### config.mk
export PLATFORM = sky130hd
export DESIGN_NAME = asp_sqrt
export DESIGN_NICKNAME = d
export VERILOG_FILES = /design/src/asp_pkg.sv /design/src/asp_sqrt.sv
export SDC_FILE = /design/constraint.sdc
export NUM_CORES = 1
export LEC_CHECK = 0
export BUFFER_PORTS_ARGS = -buffer_cell sky130_fd_sc_hd__clkbuf_2
export CAP_MARGIN = 5
export CORE_MARGIN = 1
export CORE_UTILIZATION = 35
export DETAILED_ROUTE_END_ITERATION = 10
export GPL_ROUTABILITY_DRIVEN = 1
export MAX_ROUTING_LAYER = met4
export SYNTH_ARGS = -nofsm -noshare
export SYNTH_HDL_FRONTEND = slang
export SYNTH_SLANG_ARGS = --single-unit
export TNS_END_PERCENT = 100
### constraint.sdc
create_clock -name clk -period 9.51 [get_ports clk]
set_input_delay 1.902 -clock clk [delete_from_list [all_inputs] [get_ports clk]]
set_output_delay 1.902 -clock clk [all_outputs]
set_load 0.01 [all_outputs]
### src/asp_pkg.sv
// ----------------------------------------------------------------------------
// asp_pkg
// Shared types, constants and tables of the almanac satellite position core.
// ----------------------------------------------------------------------------
package asp_pkg;

  // shared multiplier operand and product widths
  localparam int MUL_A_W = 65;
  localparam int MUL_B_W = 40;
  localparam int MUL_P_W = 105;
  localparam int MUL_DIG = 4;

  // cordic datapath widths
  localparam int COR_XY_W = 36;
  localparam int COR_Z_W  = 34;
  localparam logic signed [COR_XY_W-1:0] COR_KINV = 36'sd652032874;

  // divider: constant dividend is round(sqrt(mu)/pi * 2^40) * 2^44
  localparam int DIV_N_W = 108;
  localparam int DIV_D_W = 72;
  localparam logic [DIV_N_W-1:0] DIV_NUM = {64'd6987452575800000000, 44'd0};

  // integer square root width
  localparam int SQ_W = 43;

  localparam logic signed [MUL_B_W-1:0] INV_PI_Q32   = 40'sd1367130551;
  localparam logic signed [MUL_A_W-1:0] NODE_TK_NEG  = 65'sd52273558800;
  localparam logic signed [MUL_A_W-1:0] NODE_AL_NEG  = 65'sd836283265931;
  localparam logic signed [25:0]        HALF_WEEK16  = 26'sd4838400;
  localparam logic signed [25:0]        WEEK16       = 26'sd9676800;

  // register map
  localparam logic REG_PERIGEE_IDX = 1'b0;
  localparam logic [31:0] PERIGEE_RST = 32'd356027127;

  typedef enum logic [3:0] {
    S_IDLE  = 4'b0001,
    S_ISSUE = 4'b0010,
    S_WAIT  = 4'b0100,
    S_FIN   = 4'b1000
  } state_t;

  // micro-sequence of the position computation
  typedef enum logic [4:0] {
    ST_SS, ST_S3, ST_DIV, ST_MK, ST_KCHK, ST_KCOR, ST_KM1, ST_KM2,
    ST_ECOR, ST_EE, ST_SQRT, ST_SQS, ST_ATAN, ST_ECOS, ST_R16, ST_UCOR,
    ST_XK, ST_YK, ST_N1, ST_N2, ST_OCOR, ST_ICOR, ST_YCI,
    ST_P1, ST_P2, ST_P3, ST_P4, ST_P5
  } step_t;

  function automatic logic [29:0] atan_lut(input logic [5:0] i);
    logic [29:0] v;
    case (i)
      6'd0:  v = 30'h20000000;
      6'd1:  v = 30'h12E4051E;
      6'd2:  v = 30'h09FB385B;
      6'd3:  v = 30'h051111D4;
      6'd4:  v = 30'h028B0D43;
      6'd5:  v = 30'h0145D7E1;
      6'd6:  v = 30'h00A2F61E;
      6'd7:  v = 30'h00517C55;
      6'd8:  v = 30'h0028BE53;
      6'd9:  v = 30'h00145F2F;
      6'd10: v = 30'h000A2F98;
      6'd11: v = 30'h000517CC;
      6'd12: v = 30'h00028BE6;
      6'd13: v = 30'h000145F3;
      6'd14: v = 30'h0000A2FA;
      6'd15: v = 30'h0000517D;
      6'd16: v = 30'h000028BE;
      6'd17: v = 30'h0000145F;
      6'd18: v = 30'h00000A30;
      6'd19: v = 30'h00000518;
      6'd20: v = 30'h0000028C;
      6'd21: v = 30'h00000146;
      6'd22: v = 30'h000000A3;
      6'd23: v = 30'h00000051;
      6'd24: v = 30'h00000029;
      6'd25: v = 30'h00000014;
      6'd26: v = 30'h0000000A;
      6'd27: v = 30'h00000005;
      6'd28: v = 30'h00000003;
      6'd29: v = 30'h00000001;
      6'd30: v = 30'h00000001;
      default: v = 30'h00000000;
    endcase
    return v;
  endfunction

endpackage

### src/asp_sqrt.sv
// ----------------------------------------------------------------------------
// asp_sqrt
// Bitwise integer square root, one result bit per cycle.
// ----------------------------------------------------------------------------
module asp_sqrt
  import asp_pkg::*;
(
  input  logic            clk,
  input  logic            rst_n,
  input  logic            start_i,
  input  logic [SQ_W-1:0] v_i,
  output logic            done_o,
  output logic [21:0]     r_o
);

  logic            busy_r;
  logic            done_r;
  logic [SQ_W-1:0] v_r, r_r, b_r;
  logic [SQ_W-1:0] rb;
  logic            take;

  assign rb   = r_r + b_r;
  assign take = v_r >= rb;

  always_ff @(posedge clk) begin
    if (!rst_n) begin
      busy_r <= 1'b0;
      done_r <= 1'b0;
    end else begin
      done_r <= 1'b0;
      if (start_i) begin
        busy_r <= 1'b1;
      end else if (busy_r && b_r == SQ_W'(1)) begin
        busy_r <= 1'b0;
        done_r <= 1'b1;
      end
    end
  end

  always_ff @(posedge clk) begin
    if (start_i) begin
      v_r <= v_i;
      r_r <= '0;
      b_r <= SQ_W'(1) << (SQ_W - 1);
    end else if (busy_r) begin
      if (take) begin
        v_r <= v_r - rb;
        r_r <= (r_r >> 1) + b_r;
      end else begin
        r_r <= r_r >> 1;
      end
      b_r <= b_r >> 2;
    end
  end

  assign done_o = done_r;
  assign r_o    = r_r[21:0];

endmodule

### Yosys cells after proc, flatten, opt, wreduce, memory -nomap -nowiden

Index checks and enable logic that the tools add are counted.

* register bits: 110
* bits of input ports: 46
* word-level logic and storage cells: 24

* add/subtract/negate cells: 3
* $lt $le $gt $ge: 1
* equality and inequality tests: 1
* multiplexer cells: 7
* bitwise operators: 1
* reductions and logical operators: 6

Operator list (number)
* $mux 43: 4
* $add 42x43->43: 1
* $add 43x43->43: 1
* $ge 43x43->1: 1
* $sub 43x43->43: 1
* $eq 22x1->1 const B: 1
* $reduce_bool 2->1: 3
* $mux 1: 3
* $reduce_and 2->1: 1
* $reduce_or 2->1: 1
* $logic_and 1x1->1: 1
* $not 1->1: 1

### Logic depth before layout (Yosys ltp)

Gate-level depths: netlist of the first run.

* depth after elaboration: 5
* mapped depth: 25
* depth with buffers taken out: 21

### Worst setup path before layout of the first run

No wires, ideal clock.

* path kind: register to register
* from: reg r_r[2]
* to: reg v_r[0], enable pin
* library setup time: 0.503 ns
* arrival: 7.502 ns
* required time: 9.007 ns
* slack: 1.505 ns
* cell stages (with the launch flop): 21
* buffers on the path: 3
* cells stage by stage: dfxtp_1 > ha_1 > a31o_2 > a31oi_1 > o21ai_0 > a21o_1 > a21oi_1 > o41ai_2 > a21oi_1 > o21ai_0 > xnor2_1 > ha_1 > nand4_1 > or4_1 > nor2_1 > a21oi_1 > and3_1 > buf_6 > buf_6 > buf_2 > o21ai_0

* word-level cells in the longest chain between the ends: 4

Ends and longest elaborated chain
* start: declaration: line asp_sqrt.sv:18 `logic [SQ_W-1:0] v_r, r_r, b_r;`
* start signal: assignment: line asp_sqrt.sv:48 `r_r <= (r_r >> 1) + b_r;`
* start signal: assignment: line asp_sqrt.sv:50 `r_r <= r_r >> 1;`
* $add 43x43->43: line asp_sqrt.sv:22 `assign rb = r_r + b_r;`
* $ge 43x43->1: line asp_sqrt.sv:23 `assign take = v_r >= rb;`
* $reduce_bool 2->1 (no line)
* $reduce_and 2->1 (no line)
* end signal: assignment: line asp_sqrt.sv:42 `v_r <= v_i;`
* end signal: assignment: line asp_sqrt.sv:47 `v_r <= v_r - rb;`
* end: declaration: line asp_sqrt.sv:18

Every way passes these cells.
A chain may end at the register's enable or synchronous reset.

### Final worst setup path of the first run

* from: reg r_r[2]
* to: reg r_r[26]

* word-level cells in the longest chain between the ends: 3
* elaborated cells between the ends (all ways): 4
* those cells by class: 2 x add/sub; 1 x order compare; 1 x mux

Ends and longest elaborated chain
* $add 43x43->43: line asp_sqrt.sv:22
* $ge 43x43->1: line asp_sqrt.sv:23
* $mux 43 *: line asp_sqrt.sv:46 `if (take) begin`

Every way passes the cells marked *; elsewhere a longest branch is shown, timed or not.

==> impl_metrics.ini, run 1 <==
[setup_path]
reg2reg_from = r_r[2]$_SDFFE_PP0P_
cp_max_fo = 25
worstPathRequired_ps = 9770
crit_type = flip-flop to flip-flop
startpoint = r_r[2]$_SDFFE_PP0P_
startpoint_type = flip-flop
endpoint_kind = flip-flop
worstPathArrival_ps = 6600

[placement]
portBuffers = 68
finalWeightedCongestion = 0.928
dp_hpwl_um = 21900

[routing]
via_count = 9391
drtIter0Drc = 882
dr.pass1.iters = 5
via_per_inst = 5.71
route.detailed.drc = 0
drt-total-wl_um = 28900
wl_per_cell_um = 17.6
final_antenna_net_count = 0

[cts]
ctsHtreeMaxLevel = 3
numCtsBuffers = 9
cts_hold_buf = 0
clkSinkCount = 110
root_buffer = clkbuf_16
cts_resized = 0
insertion_delay_ps = 360
clockBufferDepth = 2
tritoncts = built
clk_pin_slew_worst_paths_ps = 80
cts_setup_buffers = 0

[timing]
grt_setup_unrepaired = false
max_freq_ghz = 0.158
period_needed_ps = 6340
setup_violations = 0
clock_skew_ps = 8.65
worstMarginPinSlew_ps = 1120
relSlewSlack_pct = 25.0
fin_tns_setup_ps = 0
whs_ps = 537
report.final.hold_viol_count = 0
post-route-period-util_pct = 66.6
slew_violations = 0

[synthesis]
ys_types = 72
synthArstFlopShare_pct = 0
yosys.area.top_type_share_pct = 13.3
syn_nets = 1399
synth_top_area_cell = dfxtp_1
ys_seq_area_share_pct = 26.1
synthCells = 1265
avgSynthCellArea_um2 = 7.98
synth_edf_count = 43
synth_ff_type = dfxtp_1
synth_area_um2 = 10100
ys_seq_elements = 110
ys_warn_count = 0
synth.top_cells.by_area = dfxtp_1, edfxtp_1, ha_1, nand2_1, o21ai_0

[floorplan]
die_h_um = 172
core_area_um2 = 28100
std_cell_rows = 61
start_util_pct = 36.0
pin_count = 69
die-area_um2 = 29500
die_w_um = 172

[hold_path]
hp-class = flip-flop to flip-flop
min_from = r_r[0]$_SDFFE_PP0P_

[layout]
drive_gt1_share_pct = 9.56
finish.utilization_pct = 38.4
antenna_cells = 0
final.fill_count = 3012
final_nets = 1395
syn_to_final_growth_pct = 6.78

[power]
irDropWorstVdd_mv = 0.133
p_leak_nw = 4.10
powerDensity_nw_per_um2 = 235

[job]
drv_cap = 0

[grt]
grt_pass1_wl_um = 46500
grt_usage_pct = 20.6
antenna_found_initial = 1
grt.overflow.total = 0
grt_start_max_net_pins = 75
grt_pass1_vias = 8978

[status]
status = finished, final reports clean
-- final timing paths --
check | end | slack, ps | cells past startpoint
worst min register to register | r_r[0]$_SDFFE_PP0P_ | 540 | 2
worst min-delay path | r_r[0]$_SDFFE_PP0P_ | 540 | 2
worst max register to register | r_r[26]$_SDFFE_PP0P_ | 3170 | 18
worst max-delay path | r_r[26]$_SDFFE_PP0P_ | 3170 | 18
-- power by group --
| part | switching [mW] | internal (mW) |
|---|---|---|
| Combinational | 0.886 | 0.528 |
| Sequential | 0.101 | 0.629 |
| Clock | 0.196 | 0.189 |
| Total | 1.18 | 1.35 |
-- cells in the mapped netlist, drive strengths merged, types with 34 or more instances --
master and instances:
clkbuf 41, ha 87, dfxtp 67, edfxtp 43, xor2 41, o21ai 96, nand2 149, xnor2 45
a21oi 73, nand3 34, a31oi 43, inv 37, buf 47, a21o 34, nor2 110
-- sequential cells by signal, indices dropped and copies added, names as in the netlist --
name	flops
b_r	22
busy_r	1
done_o	1
r_r	43
v_r	43
-- critical path, cell delays in order (launching register included) --
cell,delay [ps]
dfxtp_1,440
ha_1,300
a31o_2,270
a31oi_1,290
o21ai_0,210
a21o_1,270
a21oi_1,390
o41ai_2,190
a21oi_1,320
o21ai_0,170
xnor2_1,150
ha_1,250
a21o_1,190
a21o_1,170
a21o_1,180
a21oi_1,600
nand3_1,970
and3_1,530
a2111oi_1,330
-- per-layer routing --
metal  share of wire [%]  vias up  GRT usage (%)
met5                   0        -              -
met3                 5.6       48           3.02
met1                  46     4374           26.0
met4                 3.0        0           7.58
li1                    -     4705              -
met2                  46      264           33.4
-- through the flow --
| step | total power, mW | setup slack (ps) | std cells | instance area (µm²) |
|---|---|---|---|---|
| after global placement | 2.12 | 3430 | 1628 | 10500 |
| final | 2.53 | 3170 | 1644 | 10800 |
| after CTS | 2.53 | 3210 | 1644 | 10800 |
| after floorplan | 1.84 | 1510 | 1265 | 10100 |
| after detailed placement | 2.13 | 3270 | 1628 | 10500 |
| after global routing | 2.73 | 2600 | 1644 | 10800 |
-- kinds of logic (layout without fill, tap and decap cells) --
logic type / Yosys count / in the layout / synth area share, %
XOR/XNOR: 86 / 86 / 7.46
adder cells (fa/ha/maj): 88 / 88 / 11.0
AND/OR/NAND/NOR: 423 / 423 / 19.7
AO/OA/AOI/OAI: 408 / 408 / 27.3
multiplexers: 25 / 25 / 2.52
flip-flops: 110 / 110 / 26.1
buffers and inverters: 125 / 126 / 6.02
-- final cells by class --
class	count	area (µm²)	share of cell area [%]
Clock inverter	5	41.3	0.383
Clock buffer	11	243	2.25
Inverter	37	139	1.29
Sequential cell	110	2640	24.4
Timing Repair Buffer	73	380	3.53
Tap cell	378	473	4.39
Multi-Input combinational cell	1030	6870	63.7
-- layout by cell type (no fill, tap or decap), types with 5 or more instances in the layout --
master     netlist  layout
ha_1            87      87
nor3b_1          5       5
a31oi_1         43      43
a32oi_1          8       8
o211ai_1        10      10
o31ai_1         21      21
o21ai_0         94      93
nor4_1           6       6
clkbuf_2         1      67
a31o_2           7       7
and2_1          10      10
o21bai_1        14      14
nor2_1         110     110
buf_4           23       6
a311oi_1        23      23
nand2_1        148     148
inv_1           37      37
clkbuf_16        0       9
xnor2_1         45      45
nor3_1          17      17
xor2_1          41      41
a211oi_1        17      17
a21o_1          34      34
nand3_1         34      34
o311ai_0         6       6
mux2i_1         22      22
or3_1           13      13
dfxtp_1         67      66
nand2b_1         7       7
o21a_1          12      12
and3_1           8       7
a21oi_1         73      73
nor2b_1         16      16
edfxtp_1        43      43
nand4_1         26      26
or2_2            8       8
No activity file was read; power rests on OpenSTA's default activity.
==> inputs of run 2 (changes only) <==
--- a/config.mk
+++ b/config.mk
@@ -5,6 +5,7 @@
 export SDC_FILE = /design/constraint.sdc
 export NUM_CORES = 1
 export LEC_CHECK = 0
+export ABC_AREA = 1
 export BUFFER_PORTS_ARGS = -buffer_cell sky130_fd_sc_hd__clkbuf_2
 export CAP_MARGIN = 5
 export CORE_MARGIN = 1
==> constraint.sdc (replaced) <==
create_clock -name clk -period 5.8 [get_ports clk]
set_input_delay 1.16 -clock clk [delete_from_list [all_inputs] [get_ports clk]]
set_output_delay 1.16 -clock clk [all_outputs]
set_load 0.01 [all_outputs]
==> impl_metrics.ini, run 2 <==
[power]
p_leak_nw = 5.73
irDropWorstVdd_mv = 0.279
powerDensity_nw_per_um2 = 486

[grt]
grt.overflow.total = 0
grt_pass1_vias = 13200
grt_usage_pct = 26.9
antenna_found_initial = 0
grt_pass1_wl_um = 72300
grt_start_max_net_pins = 66

[routing]
drt-total-wl_um = 46300
via_per_inst = 5.35
dr.pass1.iters = 6
drtIter0Drc = 1198
via_count = 13700
final_antenna_net_count = 0
route.detailed.drc = 0
wl_per_cell_um = 18.1

[synthesis]
ys_warn_count = 0
ys_seq_elements = 110
yosys.area.top_type_share_pct = 20.2
avgSynthCellArea_um2 = 5.94
synth.most_common_cell = nand2_1
synth.top_cells.by_area = nand2_1, dfxtp_1, edfxtp_1, ha_1, inv_1
synthArstFlopShare_pct = 0
synth_edf_count = 43
synthCells = 2075
synth_area_um2 = 12300
synth_top_area_cell = nand2_1
ys_types = 47
netlist_top_cells_count = nand2_1, inv_1, nor2_1
syn_nets = 2209
synth_ff_type = dfxtp_1
ys_seq_area_share_pct = 21.4

[floorplan]
die-area_um2 = 36000
std_cell_rows = 68
core_area_um2 = 34600
pin_count = 69
start_util_pct = 35.6
die_w_um = 190
die_h_um = 190

[cts]
ctsHtreeMaxLevel = 3
tritoncts = built
insertion_delay_ps = 390
root_buffer = clkbuf_16
clkSinkCount = 110
cts_resized = 0
numCtsBuffers = 9
clk_pin_slew_worst_paths_ps = 100
cts_setup_buffers = 0
clockBufferDepth = 2
cts_hold_buf = 0

[setup_path]
path_buf_inv = 2
cp_num_cells = 20
cp_top_family = simple AND/OR/NAND/NOR gates
path_cells = ha_1 > nand3_1 > nand2_1 > a21oi_1 > o21bai_1 > a21oi_1 > o21ai_0 > xor2_1 > ha_1 > nand2_1 > inv_1 > nand3_1 > nor3_2 > nand2_1 > nand2_2 > nand2_4 > nand2_4 > nand2_2 > nand2_2 > buf_12
worst_path_max_delay_cell = a21oi_1
critPathMaxStageDelay_ps = 540
rrSetupSlack_ps = 510
endpoint_kind = flip-flop
startpoint_type = flip-flop
reg2reg_from = r_r[2]$_SDFFE_PP0P_
worstPathRequired_ps = 5860
crit_type = flip-flop to flip-flop
rr_endpoint = v_r[7]$_DFFE_PP_
reg2reg_depth = 20
worstPathArrival_ps = 5350
cp_max_fo = 43

[status]
status = finished, final reports clean

[timing]
setup_violations = 0
relSlewSlack_pct = 28.6
grt_setup_unrepaired = false
post-route-period-util_pct = 91.2
period_needed_ps = 5290
max_freq_ghz = 0.189
slew_violations = 0
clock_skew_ps = 16.7
report.final.hold_viol_count = 0
fin_tns_setup_ps = 0
worstMarginPinSlew_ps = 1060
worst_slack_ps = 512

[layout]
layout_common_cells = nand2_1, inv_1, nor2_1, nand3_1, a21oi_1
antenna_cells = 0
syn_to_final_growth_pct = 7.34
drive_gt1_share_pct = 6.76
final_nets = 2230
final_common_cell = nand2_1
reg.largest.list = r_r: 43 flops, v_r: 43 flops, b_r: 22 flops

[job]
drv_cap = 0

[hold_path]
min_to = r_r[0]$_SDFFE_PP0P_
holdPathStages = 2
hp-class = flip-flop to flip-flop
min_from = r_r[0]$_SDFFE_PP0P_

[placement]
finalWeightedCongestion = 1.02
portBuffers = 68
place_ws_ps = 574
dp_hpwl_um = 38000
run 2: cell types whose count changed in the layout (fill, tap and decap cells not counted), sizes merged, moves of 19 or more:
cell / change
a211oi: -19
a21o: -27
a21oi: +82
a311oi: -23
a31oi: -36
inv: +215
mux2i: -22
nand2: +522
nand3: +149
nor2: +97
o21ai: +33
run 2: worst max-delay path by stage:
stage                         startpoint          endpoint  slack (ps)
CTS                  r_r[2]$_SDFFE_PP0P_  v_r[6]$_DFFE_PP_         550
global route        r_r[10]$_SDFFE_PP0P_  v_r[7]$_DFFE_PP_         190
floorplan           r_r[10]$_SDFFE_PP0P_  v_r[0]$_DFFE_PP_        1360
global placement     r_r[2]$_SDFFE_PP0P_  v_r[8]$_DFFE_PP_         610
finish               r_r[2]$_SDFFE_PP0P_  v_r[7]$_DFFE_PP_         510
detailed placement   r_r[2]$_SDFFE_PP0P_  v_r[8]$_DFFE_PP_         570
run 2: where the power goes:
group	switching (mW)	leakage, nW	internal, mW
Combinational	2.85	4.60	1.49
Sequential	0.292	0.978	1.12
Clock	0.364	0.150	0.309
Total	3.51	5.73	2.92
run 2: metal layers:
| metal | global-route usage [%] | share of wire (%) | wire length [µm] |
|---|---|---|---|
| met5 | - | 0 | 0 |
| met4 | 11.3 | 4.3 | 1970 |
| met3 | 2.31 | 4.3 | 1970 |
| met2 | 43.9 | 46 | 21300 |
| met1 | 34.1 | 45 | 21000 |
run 2: kinds of logic after synthesis:
| logic type | Yosys count | share of synthesized area, % |
|---|---|---|
| flops | 110 | 21.4 |
| xor+xnor | 63 | 4.48 |
| buf+inv | 320 | 10.9 |
| compound gates | 337 | 14.8 |
| simple gates | 1157 | 39.4 |
| fa+ha+maj | 88 | 8.99 |
run 2: area by class of cell:
cell class | count | area, µm²
Clock buffer | 9 | 225
Clock inverter | 7 | 75.1
Fill cell | 3779 | 21400
Inverter | 251 | 942
Multi-Input combinational cell | 1645 | 8350
Sequential cell | 110 | 2630
Tap cell | 455 | 569
Timing Repair Buffer | 79 | 435
run 2: worst min-delay path: stages (launching register included):
cell	delay [ps]
dfxtp_1	350
nand2_1	70
a21oi_1	50
run 2: metrics by stage:
step	instance area, µm²	util (%)	hold slack [ps]	instances	power, mW
floorplan	12300	-	463	2075	4.59
global placement	12900	37.3	495	2540	5.66
detailed placement	12900	37.3	495	2540	5.68
CTS	13200	38.2	508	2556	6.38
global route	13200	38.2	537	2556	7.02
finish	13200	38.2	505	2556	6.43
==> inputs of run 3 (changes only) <==
--- a/config.mk
+++ b/config.mk
@@ -5,11 +5,11 @@
 export SDC_FILE = /design/constraint.sdc
 export NUM_CORES = 1
 export LEC_CHECK = 0
-export ABC_AREA = 1
 export BUFFER_PORTS_ARGS = -buffer_cell sky130_fd_sc_hd__clkbuf_2
 export CAP_MARGIN = 5
 export CORE_MARGIN = 1
 export CORE_UTILIZATION = 35
+export CTS_CLUSTER_DIAMETER = 40
 export DETAILED_ROUTE_END_ITERATION = 10
 export GPL_ROUTABILITY_DRIVEN = 1
 export MAX_ROUTING_LAYER = met4
==> impl_metrics.ini, run 3 (synthesis gave the netlist of run 1 again) <==
[placement]
portBuffers = 68
dp_hpwl_um = 22400
finalWeightedCongestion = 0.927
place_area_um2 = 10600

[hold_path]
holdPathStages = 2
hp-class = flip-flop to flip-flop

[routing]
final_antenna_net_count = 0
drt-total-wl_um = 29500
dr.pass1.iters = 5
via_per_inst = 5.69
drtIter0Drc = 781
via_count = 9431
wl_per_cell_um = 17.8
route.detailed.drc = 0

[layout]
layout_common_cells = nand2_1, nor2_1, o21ai_0, ha_1, a21oi_1
finish.instance_area_um2 = 11000
syn_to_final_growth_pct = 8.77
final_nets = 1409
antenna_cells = 0
final_common_cell = nand2_1
drive_gt1_share_pct = 10.7
reg.largest.list = r_r: 43 flops, v_r: 43 flops, b_r: 22 flops

[timing]
worstMarginPinSlew_ps = 1020
fin_tns_setup_ps = 0
period_needed_ps = 5390
max_freq_ghz = 0.185
relSlewSlack_pct = 31.6
report.final.hold_viol_count = 0
slew_violations = 0
grt_setup_unrepaired = false
post-route-period-util_pct = 92.9
setup_violations = 0
clock_skew_ps = 9.83

[grt]
grt_pass1_vias = 8654
grt_pass1_wl_um = 46500
grt_start_max_net_pins = 65
grt.overflow.total = 0
grt_usage_pct = 20.6
antenna_found_initial = 0

[setup_path]
cp_common_cell = a31oi_1
critPathMaxStageDelay_ps = 450
cp_max_fo = 55
worstPathRequired_ps = 5880
crit_type = flip-flop to flip-flop
path_buf_inv = 3
worst_path_max_delay_cell = dfxtp_1
cp_top_family = compound AO/OA/AOI/OAI gates
path_cells = ha_1 > a31o_2 > a31oi_1 > o21ai_2 > a21o_1 > a31oi_1 > nor2_1 > or2_2 > a31oi_1 > xor2_1 > ha_1 > inv_1 > o21bai_1 > a21oi_1 > o211ai_1 > a211o_1 > o21ai_4 > and3_2 > buf_12 > o21ai_4 > buf_12
cp_num_cells = 21
worstPathArrival_ps = 5470
endpoint_kind = flip-flop
reg2reg_depth = 21
startpoint_type = flip-flop

[floorplan]
pin_count = 69
die_w_um = 172
die-area_um2 = 29500
die_h_um = 172
std_cell_rows = 61
start_util_pct = 36.0
core_area_um2 = 28100

[cts]
clk_pin_slew_worst_paths_ps = 80
root_buffer = clkbuf_16
clkSinkCount = 110
insertion_delay_ps = 370
ctsHtreeMaxLevel = 3
cts_setup_buffers = 0
tritoncts = built
cts_hold_buf = 0
clockBufferDepth = 2
numCtsBuffers = 9

[status]
status = finished, final reports clean

[power]
powerDensity_nw_per_um2 = 393
irDropWorstVdd_mv = 0.167
p_leak_nw = 4.23

[job]
drv_cap = 0
==> run 3: stage by stage <==
| step | cells | power (mW) | hold slack (ps) | worst slack, ps | utilization [%] |
|---|---|---|---|---|---|
| 6_report | 1658 | 4.32 | 530 | 409 | 39.1 |
| 5_1_grt | 1658 | 4.65 | 539 | 18.8 | 39.1 |
| 4_1_cts | 1658 | 4.31 | 528 | 191 | 39.0 |
| 3_5_place_dp | 1642 | 3.60 | 512 | 236 | 37.9 |
| 3_3_place_gp | 1642 | 3.59 | 504 | 398 | 37.9 |
| 2_1_floorplan | 1265 | 3.02 | 478 | 204 | - |
==> run 3: worst paths after layout <==
check | slack [ps] | endpoint | startpoint
max | 410 | v_r[41]$_DFFE_PP_ | r_r[2]$_SDFFE_PP0P_
min | 530 | r_r[0]$_SDFFE_PP0P_ | r_r[0]$_SDFFE_PP0P_
max reg2reg | 410 | v_r[41]$_DFFE_PP_ | r_r[2]$_SDFFE_PP0P_
min reg2reg | 530 | r_r[0]$_SDFFE_PP0P_ | r_r[0]$_SDFFE_PP0P_
==> run 3: report_power, final <==
part / leakage, nW / internal (mW) / switching, mW
clock: 0.158 / 0.371 / 0.329
combinational: 3.10 / 0.942 / 1.49
sequential: 0.978 / 1.03 / 0.154
total: 4.23 / 2.34 / 1.98
==> run 3: final cells by class <==
class,count,area [µm²]
tap,378,473
multi-input combinational,1030,6890
clock inverter,5,67.6
inverter,37,139
fill,3023,17100
timing repair buffer,87,523
clock buffer,11,254
sequential,110,2640
==> run 3: repair_timing <==
action | 4_1_cts | 5_1_grt
hold endpoints to repair | 0 | 0
gates resized for setup | 0 | 4
setup endpoints to repair | 0 | 74
==> run 3: worst reg2reg max path, stage by stage, from the launching register on <==
cell,delay (ps)
dfxtp_1,450
ha_1,310
a31o_2,260
a31oi_1,340
o21ai_2,120
a21o_1,240
a31oi_1,240
nor2_1,90
or2_2,300
a31oi_1,200
xor2_1,200
ha_1,340
inv_1,80
o21bai_1,90
a21oi_1,180
o211ai_1,140
a211o_1,370
o21ai_4,320
and3_2,270
buf_12,240
o21ai_4,100
buf_12,200
==> run 3: routing by layer <==
metal / part of all wire [%] / global-route usage (%)
met5: 0 / -
met4: 1.2 / 4.16
met3: 5.2 / 2.75
met2: 47 / 33.9
met1: 46 / 26.9
