<file path="config.mk">
export PLATFORM = sky130hd
export DESIGN_NAME = asp_div
export DESIGN_NICKNAME = d
export VERILOG_FILES = /design/src/asp_pkg.sv /design/src/asp_div.sv
export SDC_FILE = /design/constraint.sdc
export NUM_CORES = 1
export LEC_CHECK = 0
export BUFFER_PORTS_ARGS = -buffer_cell sky130_fd_sc_hd__buf_2
export CORE_UTILIZATION = 30
export CTS_BUF_LIST = sky130_fd_sc_hd__clkbuf_8
export DETAILED_ROUTE_END_ITERATION = 8
export GPL_ROUTABILITY_DRIVEN = 0
export SLEW_MARGIN = 10
export SYNTH_ARGS = -nofsm -noshare
export SYNTH_HDL_FRONTEND = slang
export SYNTH_SLANG_ARGS = --single-unit
</file>
<file path="constraint.sdc">
create_clock -name clk -period 9.8 [get_ports clk]
set_input_delay 1.96 -clock clk [delete_from_list [all_inputs] [get_ports clk]]
set_output_delay 1.96 -clock clk [all_outputs]
set_load 0.01 [all_outputs]
</file>
<file path="src/asp_pkg.sv">
// ----------------------------------------------------------------------------
// asp_pkg
// Shared types, constants and tables of the almanac satellite position core.
// ----------------------------------------------------------------------------
package asp_pkg;

  // shared multiplier operand and product widths
  localparam int MUL_A_W = 65;
  localparam int MUL_B_W = 40;
  localparam int MUL_P_W = 105;
  localparam int MUL_DIG = 4;

  // cordic datapath widths
  localparam int COR_XY_W = 36;
  localparam int COR_Z_W  = 34;
  localparam logic signed [COR_XY_W-1:0] COR_KINV = 36'sd652032874;

  // divider: constant dividend is round(sqrt(mu)/pi * 2^40) * 2^44
  localparam int DIV_N_W = 108;
  localparam int DIV_D_W = 72;
  localparam logic [DIV_N_W-1:0] DIV_NUM = {64'd6987452575800000000, 44'd0};

  // integer square root width
  localparam int SQ_W = 43;

  localparam logic signed [MUL_B_W-1:0] INV_PI_Q32   = 40'sd1367130551;
  localparam logic signed [MUL_A_W-1:0] NODE_TK_NEG  = 65'sd52273558800;
  localparam logic signed [MUL_A_W-1:0] NODE_AL_NEG  = 65'sd836283265931;
  localparam logic signed [25:0]        HALF_WEEK16  = 26'sd4838400;
  localparam logic signed [25:0]        WEEK16       = 26'sd9676800;

  // register map
  localparam logic REG_PERIGEE_IDX = 1'b0;
  localparam logic [31:0] PERIGEE_RST = 32'd356027127;

  typedef enum logic [3:0] {
    S_IDLE  = 4'b0001,
    S_ISSUE = 4'b0010,
    S_WAIT  = 4'b0100,
    S_FIN   = 4'b1000
  } state_t;

  // micro-sequence of the position computation
  typedef enum logic [4:0] {
    ST_SS, ST_S3, ST_DIV, ST_MK, ST_KCHK, ST_KCOR, ST_KM1, ST_KM2,
    ST_ECOR, ST_EE, ST_SQRT, ST_SQS, ST_ATAN, ST_ECOS, ST_R16, ST_UCOR,
    ST_XK, ST_YK, ST_N1, ST_N2, ST_OCOR, ST_ICOR, ST_YCI,
    ST_P1, ST_P2, ST_P3, ST_P4, ST_P5
  } step_t;

  function automatic logic [29:0] atan_lut(input logic [5:0] i);
    logic [29:0] v;
    case (i)
      6'd0:  v = 30'h20000000;
      6'd1:  v = 30'h12E4051E;
      6'd2:  v = 30'h09FB385B;
      6'd3:  v = 30'h051111D4;
      6'd4:  v = 30'h028B0D43;
      6'd5:  v = 30'h0145D7E1;
      6'd6:  v = 30'h00A2F61E;
      6'd7:  v = 30'h00517C55;
      6'd8:  v = 30'h0028BE53;
      6'd9:  v = 30'h00145F2F;
      6'd10: v = 30'h000A2F98;
      6'd11: v = 30'h000517CC;
      6'd12: v = 30'h00028BE6;
      6'd13: v = 30'h000145F3;
      6'd14: v = 30'h0000A2FA;
      6'd15: v = 30'h0000517D;
      6'd16: v = 30'h000028BE;
      6'd17: v = 30'h0000145F;
      6'd18: v = 30'h00000A30;
      6'd19: v = 30'h00000518;
      6'd20: v = 30'h0000028C;
      6'd21: v = 30'h00000146;
      6'd22: v = 30'h000000A3;
      6'd23: v = 30'h00000051;
      6'd24: v = 30'h00000029;
      6'd25: v = 30'h00000014;
      6'd26: v = 30'h0000000A;
      6'd27: v = 30'h00000005;
      6'd28: v = 30'h00000003;
      6'd29: v = 30'h00000001;
      6'd30: v = 30'h00000001;
      default: v = 30'h00000000;
    endcase
    return v;
  endfunction

endpackage

</file>
<file path="src/asp_div.sv">
// ----------------------------------------------------------------------------
// asp_div
// Restoring divider for the mean motion, one quotient bit per cycle.
// ----------------------------------------------------------------------------
module asp_div
  import asp_pkg::*;
(
  input  logic               clk,
  input  logic               rst_n,
  input  logic               start_i,
  input  logic [DIV_D_W-1:0] d_i,
  output logic               done_o,
  output logic [63:0]        q_o
);

  localparam int CW = $clog2(DIV_N_W);

  logic               busy_r;
  logic               done_r;
  logic [CW-1:0]      cnt_r;
  logic [DIV_N_W-1:0] num_r;
  logic [DIV_D_W-1:0] d_r;
  logic [DIV_D_W-1:0] rem_r;
  logic [63:0]        q_r;
  logic               ovf_r;
  logic [63:0]        res_r;

  logic [DIV_D_W:0]   trial;
  logic               ge;
  logic [DIV_D_W:0]   diff;
  logic [63:0]        q_nxt;
  logic               ovf_nxt;

  assign trial   = {rem_r, num_r[DIV_N_W-1]};
  assign ge      = trial >= {1'b0, d_r};
  assign diff    = trial - {1'b0, d_r};
  assign q_nxt   = {q_r[62:0], ge};
  // quotient bits above bit 63 mean saturation
  assign ovf_nxt = ovf_r | q_r[63];

  always_ff @(posedge clk) begin
    if (!rst_n) begin
      busy_r <= 1'b0;
      done_r <= 1'b0;
      cnt_r  <= '0;
    end else begin
      done_r <= 1'b0;
      if (start_i) begin
        busy_r <= 1'b1;
        cnt_r  <= '0;
      end else if (busy_r) begin
        cnt_r <= cnt_r + 1'b1;
        if (cnt_r == CW'(DIV_N_W - 1)) begin
          busy_r <= 1'b0;
          done_r <= 1'b1;
        end
      end
    end
  end

  always_ff @(posedge clk) begin
    if (start_i) begin
      num_r <= DIV_NUM;
      d_r   <= d_i;
      rem_r <= '0;
      q_r   <= '0;
      ovf_r <= 1'b0;
    end else if (busy_r) begin
      num_r <= num_r << 1;
      rem_r <= ge ? diff[DIV_D_W-1:0] : trial[DIV_D_W-1:0];
      q_r   <= q_nxt;
      ovf_r <= ovf_nxt;
      if (cnt_r == CW'(DIV_N_W - 1)) begin
        res_r <= ovf_nxt ? '1 : q_nxt;
      end
    end
  end

  assign done_o = done_r;
  assign q_o    = res_r;

endmodule

</file>
# ---- After elaboration in Yosys (flattened, before gate mapping)
# Index checks and enable logic that the tools add are counted.
dict set report totals {
  regBits 337
  inputBits 75
  out_inout_bits 65
  word_cells 25
}
dict set report op_classes {
  addsub 2
  magnitude_cmp 1
  n_eq_ne 1
  mux 5
  n_bitwise 4
  reduce_logical 3
}
# operator n
set op_table {}
lappend op_table {{greater-or-equal comparator 73 x 72 -> 1 bit} 1}
lappend op_table {{two-way mux 72 bit} 1}
lappend op_table {{subtractor 72 bit} 1}
lappend op_table {{adder 7 x 1 -> 7 bit, second input constant} 1}
lappend op_table {{== test 7 bit, second input constant} 1}
lappend op_table {{two-way mux 1 bit} 4}
lappend op_table {{NOT 1 bit} 3}
lappend op_table {{AND reduction 3 bit} 1}
lappend op_table {{OR reduction 3 bit} 1}
lappend op_table {{OR reduction 2 bit} 1}
lappend op_table {{bitwise OR 1 bit} 1}

# ---- Depth between registers and ports, before layout
# Gate-level depths: netlist of the first run.
dict set report logic_depth {
  depth_word 4
  depth_mapped 15
  depth_no_buf 13
}

# ---- Least setup slack after synthesis of the first run
# OpenSTA, ideal clock, no wires.
dict set report synth_timing {
  kind {in2reg}
  from {input start_i}
  to {register res_r[0], in the netlist q_o[0] (enable)}
  setup_time_ps 486
  arrival_time_ps 4950
  t_required_ps 9314
  path_slack_ps 4364
  cell_stages 3
  n_path_buf 1
  path_cell_list {nand2b_1 > clkbuf_1 > nor2_1}
}
dict set report synth_between {
  elab_chain_cells 2
}
# element line
set synth_rtl {}
lappend synth_rtl {{from (decl)} asp_div.sv:10} ;# input logic start_i,
lappend synth_rtl {{NOT 1 bit (no line)} --}
lappend synth_rtl {{AND reduction 3 bit (no line)} --}
lappend synth_rtl {{to (signal assigned)} asp_div.sv:74} ;# res_r <= ovf_nxt ? '1 : q_nxt;
lappend synth_rtl {{to (decl)} asp_div.sv:26} ;# logic [63:0] res_r;
# No other way between the ends.
# A chain may end at the register's enable or synchronous reset.

# ---- Worst setup path in the final report of the first run
dict set report layout_timing {
  from {register d_r[1]}
  to {register rem_r[6]}
}
dict set report layout_between {
  elab_chain_cells 2
  word_cells_on_any_way 3
  classes_between {add/sub (1); order compare (1); mux (1)}
}
# element line
set layout_rtl {}
lappend layout_rtl {{from (decl)} asp_div.sv:22} ;# logic [DIV_D_W-1:0] d_r;
lappend layout_rtl {{from (signal assigned)} asp_div.sv:64} ;# d_r <= d_i;
lappend layout_rtl {{subtractor 72 bit or greater-or-equal comparator 73 x 72 -> 1 bit (tied branches)} {asp_div.sv:36, asp_div.sv:35}}
lappend layout_rtl {{two-way mux 72 bit (*)} asp_div.sv:70} ;# rem_r <= ge ? diff[DIV_D_W-1:0] : trial[DIV_D_W-1:0];
lappend layout_rtl {{to (signal assigned)} asp_div.sv:70}
lappend layout_rtl {{to (decl)} asp_div.sv:23} ;# logic [DIV_D_W-1:0] rem_r;
# Every way passes the cells marked *; elsewhere a longest branch is shown, timed or not.

==> run metrics, run 1 <==
clk_skew=0.0291 ns; Setup crit end kind=flop; initial antenna violation count=2; row cnt=87; die area=58200 um2; Routed Antenna Nets=0; Die Y=241 um; worst min-delay path endpoint=num_r[53]; Area Overhead vs Synth=14.2%; Netlist cell types=81; reg2reg end=rem_r[6]; Setup Viol. Count Final=0; # port buffers=139; total gr overflow=0; synth top area cells=edfxtp_1, dfxtp_1, mux2i_1; ys async rst share=0%; Critical Path RT=10.30 ns; Mapped Area=17200 um2; number of max-cap violations=0; leading area contributor after synthesis=edfxtp_1; worst reg2reg startpoint=d_r[1]; Syn. warnings=0; Worst setup SP type=flop; setup TNS=0 ns; CP max stage cell=o211a_2; Seq/Total Area, Yosys=47.2%; CORE AREA=56500 um2; Tmin final=4.28 ns; Worst Min Path Start=num_r[53]; largest net degree at the start of global routing=100; First DRT Iteration DRCs=873; arrival time at the worst endpoint=4.79 ns; Detailed Routing Iterations Pass 1=7; FF-to-FF setup slack=5.52 ns; GRT Total Usage=13.9%; Chip Width=241 um; Via Count=13.2k; Hold Path Class=flop to flop; max_slew headroom=28.4%; CTS Buf Count=56; post-CTS sizing=0; post-synthesis cell count=1791; number of synthesized flops with an enable pin=136; # diodes=0; crit path cell chain=inv_1 -> ha_1 -> nor2b_1 -> o2111a_1 -> o21ba_2 -> o2111a_1 -> o31a_1 -> a31oi_2 -> o211a_2 -> buf_4 -> nor3_1 -> a211oi_1 -> nor3_1; DP HPWL=28200 um; status=completed; Max Buffers Root-to-Sink=3; Slew Limit Fails=0; Clock Latency Late Sink=0.67 ns; clk root buf=clkbuf_8; Core Util, Final=34.7%; Largest stage delay, worst path=0.66 ns; Tcrit/Tclk final=43.7%; H-tree depth=2; VDD IR max=0.103 mV; CTS tree=done; CP max FO=57; FMAX=233 MHz; Worst R2R Path Depth=13; Top Ports=140; clock transition at the registers of the reported paths=0.06 ns; Post-CTS Setup Bufs=0; hold path cells=1; nets@finish=2031; RSZ-0062 raised after global routing=false; clock net sink count=337; WL final=40900 um; Power Total=0.00354 W; critical path class=flop to flop; fraction of layout cells with a size suffix above 1=13.3%; number of global-route vias before repair=12.6k; Leak=8.29 nW; Final Instance Area=19600 um2; Hold Vio Cnt, Final=0; Synth top area share=23.8%; # DRC=0; syn nets=1940; Primary FF master, synth=dfxtp_1; Post-Syn Area per Cell=9.60 um2; global-route wire length before repair=65100 um; via/cell ratio=4.93; Critical Path Start=d_r[1]; drt wl/cell=15.2 um; Slew @ Worst Pin=1.07 ns; #FFs+latches synth=337; pwr/cell area=180 nW/um2; Post-DP Area=18400 um2; Post-CTS Hold Buffers=0; Initial Util=30.4%
==> final cells by class <==
class                           count  area, um2
Clock buffer                       64        881
Clock inverter                     41        314
Fill cell                        5785      36900
Inverter                           92        345
Multi-Input combinational cell   1245       8240
Sequential cell                   337       8110
Tap cell                          756        946
Timing Repair Buffer              150        787
==> cell usage after synthesis (4+ instances only) <==
cell / instances
nor2_1: 230
a311oi_1: 7
a211oi_1: 52
mux2i_1: 112
ha_1: 73
nor3_1: 28
a2111oi_0: 5
a31oi_1: 13
nand4_1: 36
a21o_1: 37
and3_1: 14
and2_1: 33
buf_6: 4
dfxtp_1: 201
clkbuf_1: 79
a22oi_1: 10
a21oi_1: 114
o31ai_1: 9
xnor2_1: 43
a211o_1: 30
nor2b_1: 11
buf_2: 23
o21bai_1: 15
buf_1: 9
xor2_1: 24
nand2_1: 95
o21ai_0: 69
o211ai_1: 6
o21a_1: 6
edfxtp_1: 136
nand2b_1: 13
inv_1: 91
or2_2: 4
nand3_1: 16
or3_1: 69
==> power breakdown <==
part,total (W),switching (W),internal [W]
sequential,0.00156,0.0000385,0.00152
clock,0.00131,0.000599,0.000713
combinational,0.000664,0.000409,0.000255
==> per-layer routing <==
layer  vias up  part of all wire (%)  GRT usage (%)
li1       6644                     -              -
met1      6175                    47           18.4
met2       351                    45           22.3
met3        65                   5.4           2.99
met4         0                   2.2           4.72
met5         -                     0              0
==> metrics by stage <==
step	setup slack (ns)	hold slack (ns)	cells
after floorplan	4.36	0.423	1791
after global placement	4.93	0.429	2580
after detailed placement	4.86	0.437	2580
after CTS	5.52	0.451	2685
after global routing	5.18	0.475	2685
final	5.52	0.450	2685
==> placed cells by master (no fill, tap or decap), types with 33 or more instances in the layout <==
cell,synthesis,layout
nand4_1,36,36
nand2_1,95,95
o21ai_0,69,69
and2_1,33,33
nor2_1,230,229
or3_1,69,69
a21oi_1,114,114
dfxtp_1,201,200
inv_1,91,106
xnor2_1,43,43
a21o_1,37,37
edfxtp_1,136,136
mux2i_1,112,112
clkbuf_8,0,65
ha_1,73,73
a211oi_1,52,52
buf_2,23,138
==> critical path, delay by kind of cell (launching register included) <==
family          cells  cell delay (ns)
simple gates        3             0.38
flops               1             0.40
buf+inv             2             0.68
fa+ha+maj           1             0.31
compound gates      7             2.33
==> logic make-up (layout without fill, tap and decap cells) <==
kind of cell / count (synthesis) / in the layout / synth area share [%]
xor gates and xnor gates: 67 / 67 / 3.41
and+or+nand+nor: 571 / 571 / 16.0
DFF: 337 / 337 / 47.2
AOI/OAI and AO/OA: 421 / 421 / 16.5
muxes: 112 / 112 / 6.52
adders and majority gates: 74 / 74 / 5.43
buffers and inverters: 209 / 347 / 4.94
==> how the worst max path moves through the flow <==
stage	end	slack [ns]	cells after the start
global placement	done_o	4.93	5
global route	rem_r[6]	5.18	13
floorplan	q_o[0]	4.36	3
CTS	rem_r[71]	5.52	13
finish	rem_r[6]	5.52	13
detailed placement	done_o	4.86	5
==> flip-flops by register name, indices dropped and copies added (netlist names) <==
name    cells
rem_r      72
q_o        64
busy_r      1
done_o      1
num_r      55
cnt_r       7
d_r        72
q_r        64
ovf_r       1
Power figures use the tool's default switching activity.
==> run 2: changes to the inputs <==
--- a/config.mk
+++ b/config.mk
@@ -5,6 +5,7 @@
 export SDC_FILE = /design/constraint.sdc
 export NUM_CORES = 1
 export LEC_CHECK = 0
+export ABC_AREA = 1
 export BUFFER_PORTS_ARGS = -buffer_cell sky130_fd_sc_hd__buf_2
 export CORE_UTILIZATION = 30
 export CTS_BUF_LIST = sky130_fd_sc_hd__clkbuf_8
==> constraint.sdc (replaced) <==
create_clock -name clk -period 3.81 [get_ports clk]
set_input_delay 0.762 -clock clk [delete_from_list [all_inputs] [get_ports clk]]
set_output_delay 0.762 -clock clk [all_outputs]
set_load 0.01 [all_outputs]
==> run metrics, run 2 <==
status=completed; commonest cells in the synthesized netlist=nand2_1, inv_1, nor2_1, dfxtp_1, nand3_1; met1 WL=24900 um (+29%); most numerous cell in the Yosys netlist=nand2_1; WL met3=3510 um (+59%); Hold Vio Cnt, Final=0 (unchanged); Tcrit/Tclk final=85.8% (+42 points); GRT Total Usage=16.4% (+2.5 points); post-synthesis cell count=2705 (+51%); Die Y=254 um (+5.1%); CTS tree=done; Setup crit end kind=flop; fraction of layout cells with a size suffix above 1=9.61% (-3.7 points); pwr/cell area=388 nW/um2 (+120%); global-route wire length before repair=83900 um (+29%); FMAX=306 MHz (+31%); clock transition at the registers of the reported paths=0.06 ns (about the same); ys async rst share=0% (unchanged); CP max FO=73 (+28%); max_slew headroom=37.5% (+9.1 points); clk root buf=clkbuf_8; number of synthesized flops with an enable pin=136 (unchanged); crit-path most repeated cell=a21oi_1; Synth top area share=21.5% (-2.3 points); Mapped Area=19000 um2 (+11%); Core Util, Final=35.1% (+0.37 points); Tmin final=3.27 ns (-1.02 ns); total gr overflow=0 (unchanged); met2 WL=23800 um (+29%); row cnt=91 (+4.6%); Worst setup SP type=flop; nets@finish=2971 (+46%); Post-Syn Area per Cell=7.03 um2 (-27%); Initial Util=30.6% (+0.16 points); clk_skew=0.0313 ns (+0.00220 ns); Critical Path Stages=15 (+2); die area=64400 um2 (+11%); Detailed Routing Iterations Pass 1=6 (-1); Area Overhead vs Synth=14.8%; Top Ports=140 (unchanged); Worst R2R Path Depth=15 (+2); cell family with most CP delay=compound AO/OA/AOI/OAI gates; Leak=11.0 nW (+33%); Slew @ Worst Pin=0.938 ns (-0.132 ns); crit path cell chain=inv_1 -> ha_1 -> a21oi_1 -> o21ai_0 -> a21oi_1 -> nand2_1 -> a21oi_1 -> nand2_2 -> nand2_2 -> buf_4 -> nand3_1 -> nand2_1 -> inv_1 -> nand2_1 -> a21oi_1; DP HPWL=39200 um (+39%); leading area contributor after synthesis=edfxtp_1; Slew Limit Fails=0 (unchanged); Syn. warnings=0 (unchanged); Chip Width=254 um (+5.1%); WP buf/inv=3 (+1); synth top area cells=edfxtp_1, dfxtp_1, nand2_1; largest net degree at the start of global routing=142 (+42%); Post-CTS Hold Buffers=0 (unchanged); Critical Path RT=4.34 ns (-5.96 ns); CTS Buf Count=59 (+5.4%); Setup Viol. Count Final=0 (unchanged); Via Count=17.0k (+29%); setup TNS=0 ns (unchanged); CORE AREA=62200 um2 (+10%); Top Layer Used=met4; Hold Path Class=input pin to flop; VDD IR max=0.239 mV (+130%); WL final=53700 um (+31%); syn nets=2854 (+47%); arrival time at the worst endpoint=3.79 ns (-1.00 ns); H-tree depth=2 (unchanged); drt wl/cell=14.5 um (-4.9%); #FFs+latches synth=337 (unchanged); critical path class=flop to flop; # port buffers=139 (unchanged); most common cell after layout, fill and taps aside=nand2_1; First DRT Iteration DRCs=1374 (+57%); CP max stage cell=buf_4; number of max-cap violations=0 (unchanged); via/cell ratio=4.59 (-6.8%); Clock Latency Late Sink=0.68 ns (about the same); Largest stage delay, worst path=0.65 ns (about the same); Max Buffers Root-to-Sink=3 (unchanged); Routed Antenna Nets=0 (unchanged); Post-CTS Setup Bufs=0 (unchanged); most frequent cells in the layout=nand2_1, inv_1, nor2_1; post-CTS sizing=0 (unchanged); number of global-route vias before repair=15.4k (+22%); RSZ-0062 raised after global routing=false; Seq/Total Area, Yosys=42.7% (-4.5 points); # DRC=0 (unchanged); initial antenna violation count=5 (+3); top flop regs=d_r: 72 flops, rem_r: 72 flops; Primary FF master, synth=dfxtp_1; hold path cells=1 (unchanged); Netlist cell types=38 (-53%); clock net sink count=337 (unchanged)
==> run 2: cell count changes after synthesis, moves of 34 or more <==
cell | before | now
a21oi_1 | 114 | 166
o21ai_0 | 69 | 129
or3_1 | 69 | 0
inv_1 | 91 | 464
nand3_1 | 16 | 199
mux2i_1 | 112 | 0
a21o_1 | 37 | 3
nand4_1 | 36 | 75
xnor2_1 | 43 | 2
a211oi_1 | 52 | 0
nand2_1 | 95 | 807
==> run 2: path summary, 6_finish.rpt <==
| path | from | endpoint | slack, ns |
|---|---|---|---|
| min | d_i[6] | d_r[6] | 0.25 |
| max | d_r[56] | rem_r[67] | 0.54 |
| min reg2reg | num_r[78] | num_r[79] | 0.45 |
| max reg2reg | d_r[56] | rem_r[67] | 0.54 |
==> run 2: power by group <==
part	leakage [nW]	switching [W]	internal, W
Clock	0.747	0.00159	0.00212
Sequential	2.93	0.0000739	0.00394
Combinational	7.36	0.000523	0.000236
==> run 2: final cells by class <==
cell class              count  area [um2]
fillers                  6828       40300
multi-input cells        1802        8690
flip-flops and latches    337        8110
inverters                 468        1760
well taps                 837        1050
clock buffers              67         922
repair buffers            154         873
clock inverters            45         412
diodes                      1        2.50
==> run 2: metal layers <==
layer / GRT usage [%] / vias up
li1: - / 8819
met1: 22.4 / 7641
met2: 25.9 / 481
met3: 3.14 / 103
met4: 5.34 / 0
met5: 0 / -
==> run 2: stage by stage <==
| step | hold WS, ns | cells | cell area, um2 | total power, W | setup WS, ns |
|---|---|---|---|---|---|
| 6_report | 0.248 | 3711 | 21800 | 0.00848 | 0.542 |
| 5_1_grt | 0.210 | 3711 | 21800 | 0.00889 | 0.295 |
| 4_1_cts | 0.189 | 3710 | 21800 | 0.00863 | 0.570 |
| 3_5_place_dp | 0.443 | 3598 | 20500 | 0.00485 | 0.605 |
| 3_3_place_gp | 0.438 | 3598 | 20500 | 0.00484 | 0.609 |
| 2_1_floorplan | 0.424 | 2705 | 19000 | 0.00461 | 0.581 |
==> run 2: cell families after synthesis <==
group | count (synthesis) | share of synthesized area [%]
simple gates | 1374 | 30.4
buf+inv | 566 | 11.7
flops | 337 | 42.7
compound gates | 316 | 8.57
fa+ha+maj | 74 | 4.91
xor+xnor | 38 | 1.75
==> run 3: changes to the inputs <==
--- a/config.mk
+++ b/config.mk
@@ -6,12 +6,14 @@
 export NUM_CORES = 1
 export LEC_CHECK = 0
 export ABC_AREA = 1
-export BUFFER_PORTS_ARGS = -buffer_cell sky130_fd_sc_hd__buf_2
+export BUFFER_PORTS_ARGS = -buffer_cell sky130_fd_sc_hd__buf_4
 export CORE_UTILIZATION = 30
 export CTS_BUF_LIST = sky130_fd_sc_hd__clkbuf_8
 export DETAILED_ROUTE_END_ITERATION = 8
 export GPL_ROUTABILITY_DRIVEN = 0
+export SKIP_LAST_GASP = 1
 export SLEW_MARGIN = 10
 export SYNTH_ARGS = -nofsm -noshare
 export SYNTH_HDL_FRONTEND = slang
 export SYNTH_SLANG_ARGS = --single-unit
+export TNS_END_PERCENT = 50
==> run metrics, run 3 (synthesis results as in run 2) <==
Routed Antenna Nets=0 (unchanged); Setup Viol. Count Final=0 (unchanged); Logic pwr share=9.7% (+0.7 points); FMAX=321 MHz (+5.0%); most frequent cells in the layout=nand2_1, inv_1, nor2_1; number of global-route vias before repair=15.9k (+3.1%); H-tree depth=2 (unchanged); arrival time at the worst endpoint=3.66 ns (-0.13 ns); die area=64400 um2 (unchanged); Max Buffers Root-to-Sink=3 (unchanged); fraction of layout cells with a size suffix above 1=9.07% (-0.54 points); net switching power=0.00217 W (-0.94%); fillers=6759 (-1.0%); nets@finish=2970 (-0.034%); CTS tree=done; initial antenna violation count=1 (-4); Initial Util=30.6% (unchanged); Setup crit end kind=flop; most common cell after layout, fill and taps aside=nand2_1; FF-to-FF setup slack=0.70 ns (+0.16 ns); Final Instance Area=21900 um2 (+0.38%); clock net sink count=337 (unchanged); Hold Path Class=input pin to flop; setup TNS=0 ns (unchanged); critical path class=flop to flop; via/cell ratio=4.61 (+0.27%); max_slew headroom=35.9% (-1.6 points); Worst setup SP type=flop; Leak=11.1 nW (+0.42%); First DRT Iteration DRCs=1326 (-3.5%); VDD IR max=0.269 mV (+12%); status=completed; Clock Latency Late Sink=0.71 ns (+0.03 ns); Area Overhead vs Synth=15.2%; Post-CTS Setup Bufs=0 (unchanged); Flop pwr share=50.8% (+3.5 points); GRT Total Usage=16.6% (+0.24 points); Chip Width=254 um (unchanged); Sw Share=27.3% (+1.6 points); CP max FO=73 (unchanged); row cnt=91 (unchanged); WL final=53700 um (about the same); Detailed Routing Iterations Pass 1=5 (-1); Slew Limit Fails=0 (unchanged); Via Count=17.1k (+0.11%); CORE AREA=62200 um2 (unchanged); Post-CTS Hold Buffers=0 (unchanged); largest net degree at the start of global routing=222 (+56%); Slew @ Worst Pin=0.962 ns (+0.0238 ns); clk_skew=0.0382 ns (+0.00694 ns); Tmin final=3.11 ns (-0.157 ns); pwr/cell area=362 nW/um2 (-6.9%); Tcrit/Tclk final=81.7% (-4.1 points); DP HPWL=39000 um (-0.59%); global-route wire length before repair=84700 um (+0.94%); internal power=0.00575 W (-8.5%); drt wl/cell=14.5 um (+0.17%); clk root buf=clkbuf_8; Hold Vio Cnt, Final=0 (unchanged); post-CTS sizing=0 (unchanged); Top Ports=140 (unchanged); CTS Buf Count=59 (unchanged); Clock Power Share=39.5% (-4.2 points); number of max-cap violations=0 (unchanged); sequential cell area=8110 um2 (unchanged); Post-DP Area=20800 um2 (+1.6%); area used by multi-input combinational logic=8690 um2 (unchanged); # port buffers=139 (unchanged); # DRC=0 (unchanged); RSZ-0062 raised after global routing=false; clock transition at the registers of the reported paths=0.06 ns (about the same); Die Y=254 um (unchanged); Critical Path RT=4.36 ns (+0.02 ns); total gr overflow=0 (unchanged); top flop regs=d_r: 72 flops, rem_r: 72 flops
run 3: cell types whose count changed in the layout (fill, tap and decap cells not counted):
cell / before / now
buf_12: 5 / 4
buf_2: 138 / 0
buf_4: 11 / 149
bufinv_16: 7 / 0
clkbuf_8: 67 / 64
clkinv_1: 8 / 2
clkinv_2: 8 / 4
clkinvlp_4: 1 / 0
inv_1: 481 / 497
run 3: worst max-delay path, stage by stage, from the launching register on:
cell	delay [ns]
edfxtp_1	0.34
inv_1	0.06
ha_1	0.36
nand2_2	0.11
inv_1	0.04
a21oi_1	0.23
nand2_1	0.13
nand2_1	0.08
nand2_1	0.10
a21oi_1	0.20
nand2_2	0.11
nand2_2	0.11
buf_4	0.68
nand3_1	0.14
nand2_1	0.10
inv_1	0.05
nand2_1	0.05
a21oi_1	0.05
run 3: path summary, 6_finish.rpt:
path / endpoint / depth (start not counted) / startpoint
worst max register to register: rem_r[67] / 17 / d_r[31]
worst min-delay path: d_r[37] / 1 / d_i[37]
worst max-delay path: rem_r[67] / 17 / d_r[31]
worst min register to register: q_r[50] / 2 / q_r[49]
run 3: final cells by class:
type | count | share of cell area (%)
Antenna cell | 1 | 0.0114
Clock buffer | 64 | 4.02
Clock inverter | 43 | 0.965
Inverter | 468 | 8.04
Multi-Input combinational cell | 1802 | 39.7
Sequential cell | 337 | 37.0
Tap cell | 837 | 4.78
Timing Repair Buffer | 153 | 5.47
run 3: per-layer routing:
| layer | vias up | share of wire [%] | track usage, % |
|---|---|---|---|
| li1 | 8809 | - | - |
| met1 | 7654 | 45 | 22.0 |
| met2 | 487 | 44 | 26.1 |
| met3 | 112 | 6.8 | 3.83 |
| met4 | 0 | 3.5 | 6.70 |
| met5 | - | 0 | 0 |
run 3: per-stage QoR:
step | setup WS (ns) | total power (W) | instances | utilization [%] | hold WS [ns]
6_report | 0.699 | 0.00792 | 3705 | 35.2 | 0.234
5_1_grt | 0.316 | 0.00834 | 3705 | 35.2 | 0.187
3_3_place_gp | 0.777 | 0.00486 | 3597 | 33.5 | 0.437
2_1_floorplan | 0.581 | 0.00461 | 2705 | - | 0.424
3_5_place_dp | 0.754 | 0.00487 | 3597 | 33.5 | 0.443
4_1_cts | 0.718 | 0.00808 | 3704 | 35.2 | 0.168
run 3: power by group through the flow:
stage                     clock, W  combinational, W  sequential (W)
after floorplan                  0          0.000546         0.00406
after global placement           0          0.000773         0.00409
after detailed placement         0          0.000774         0.00409
after CTS                  0.00329          0.000778         0.00402
after global routing       0.00342          0.000881         0.00404
final                      0.00313          0.000769         0.00402
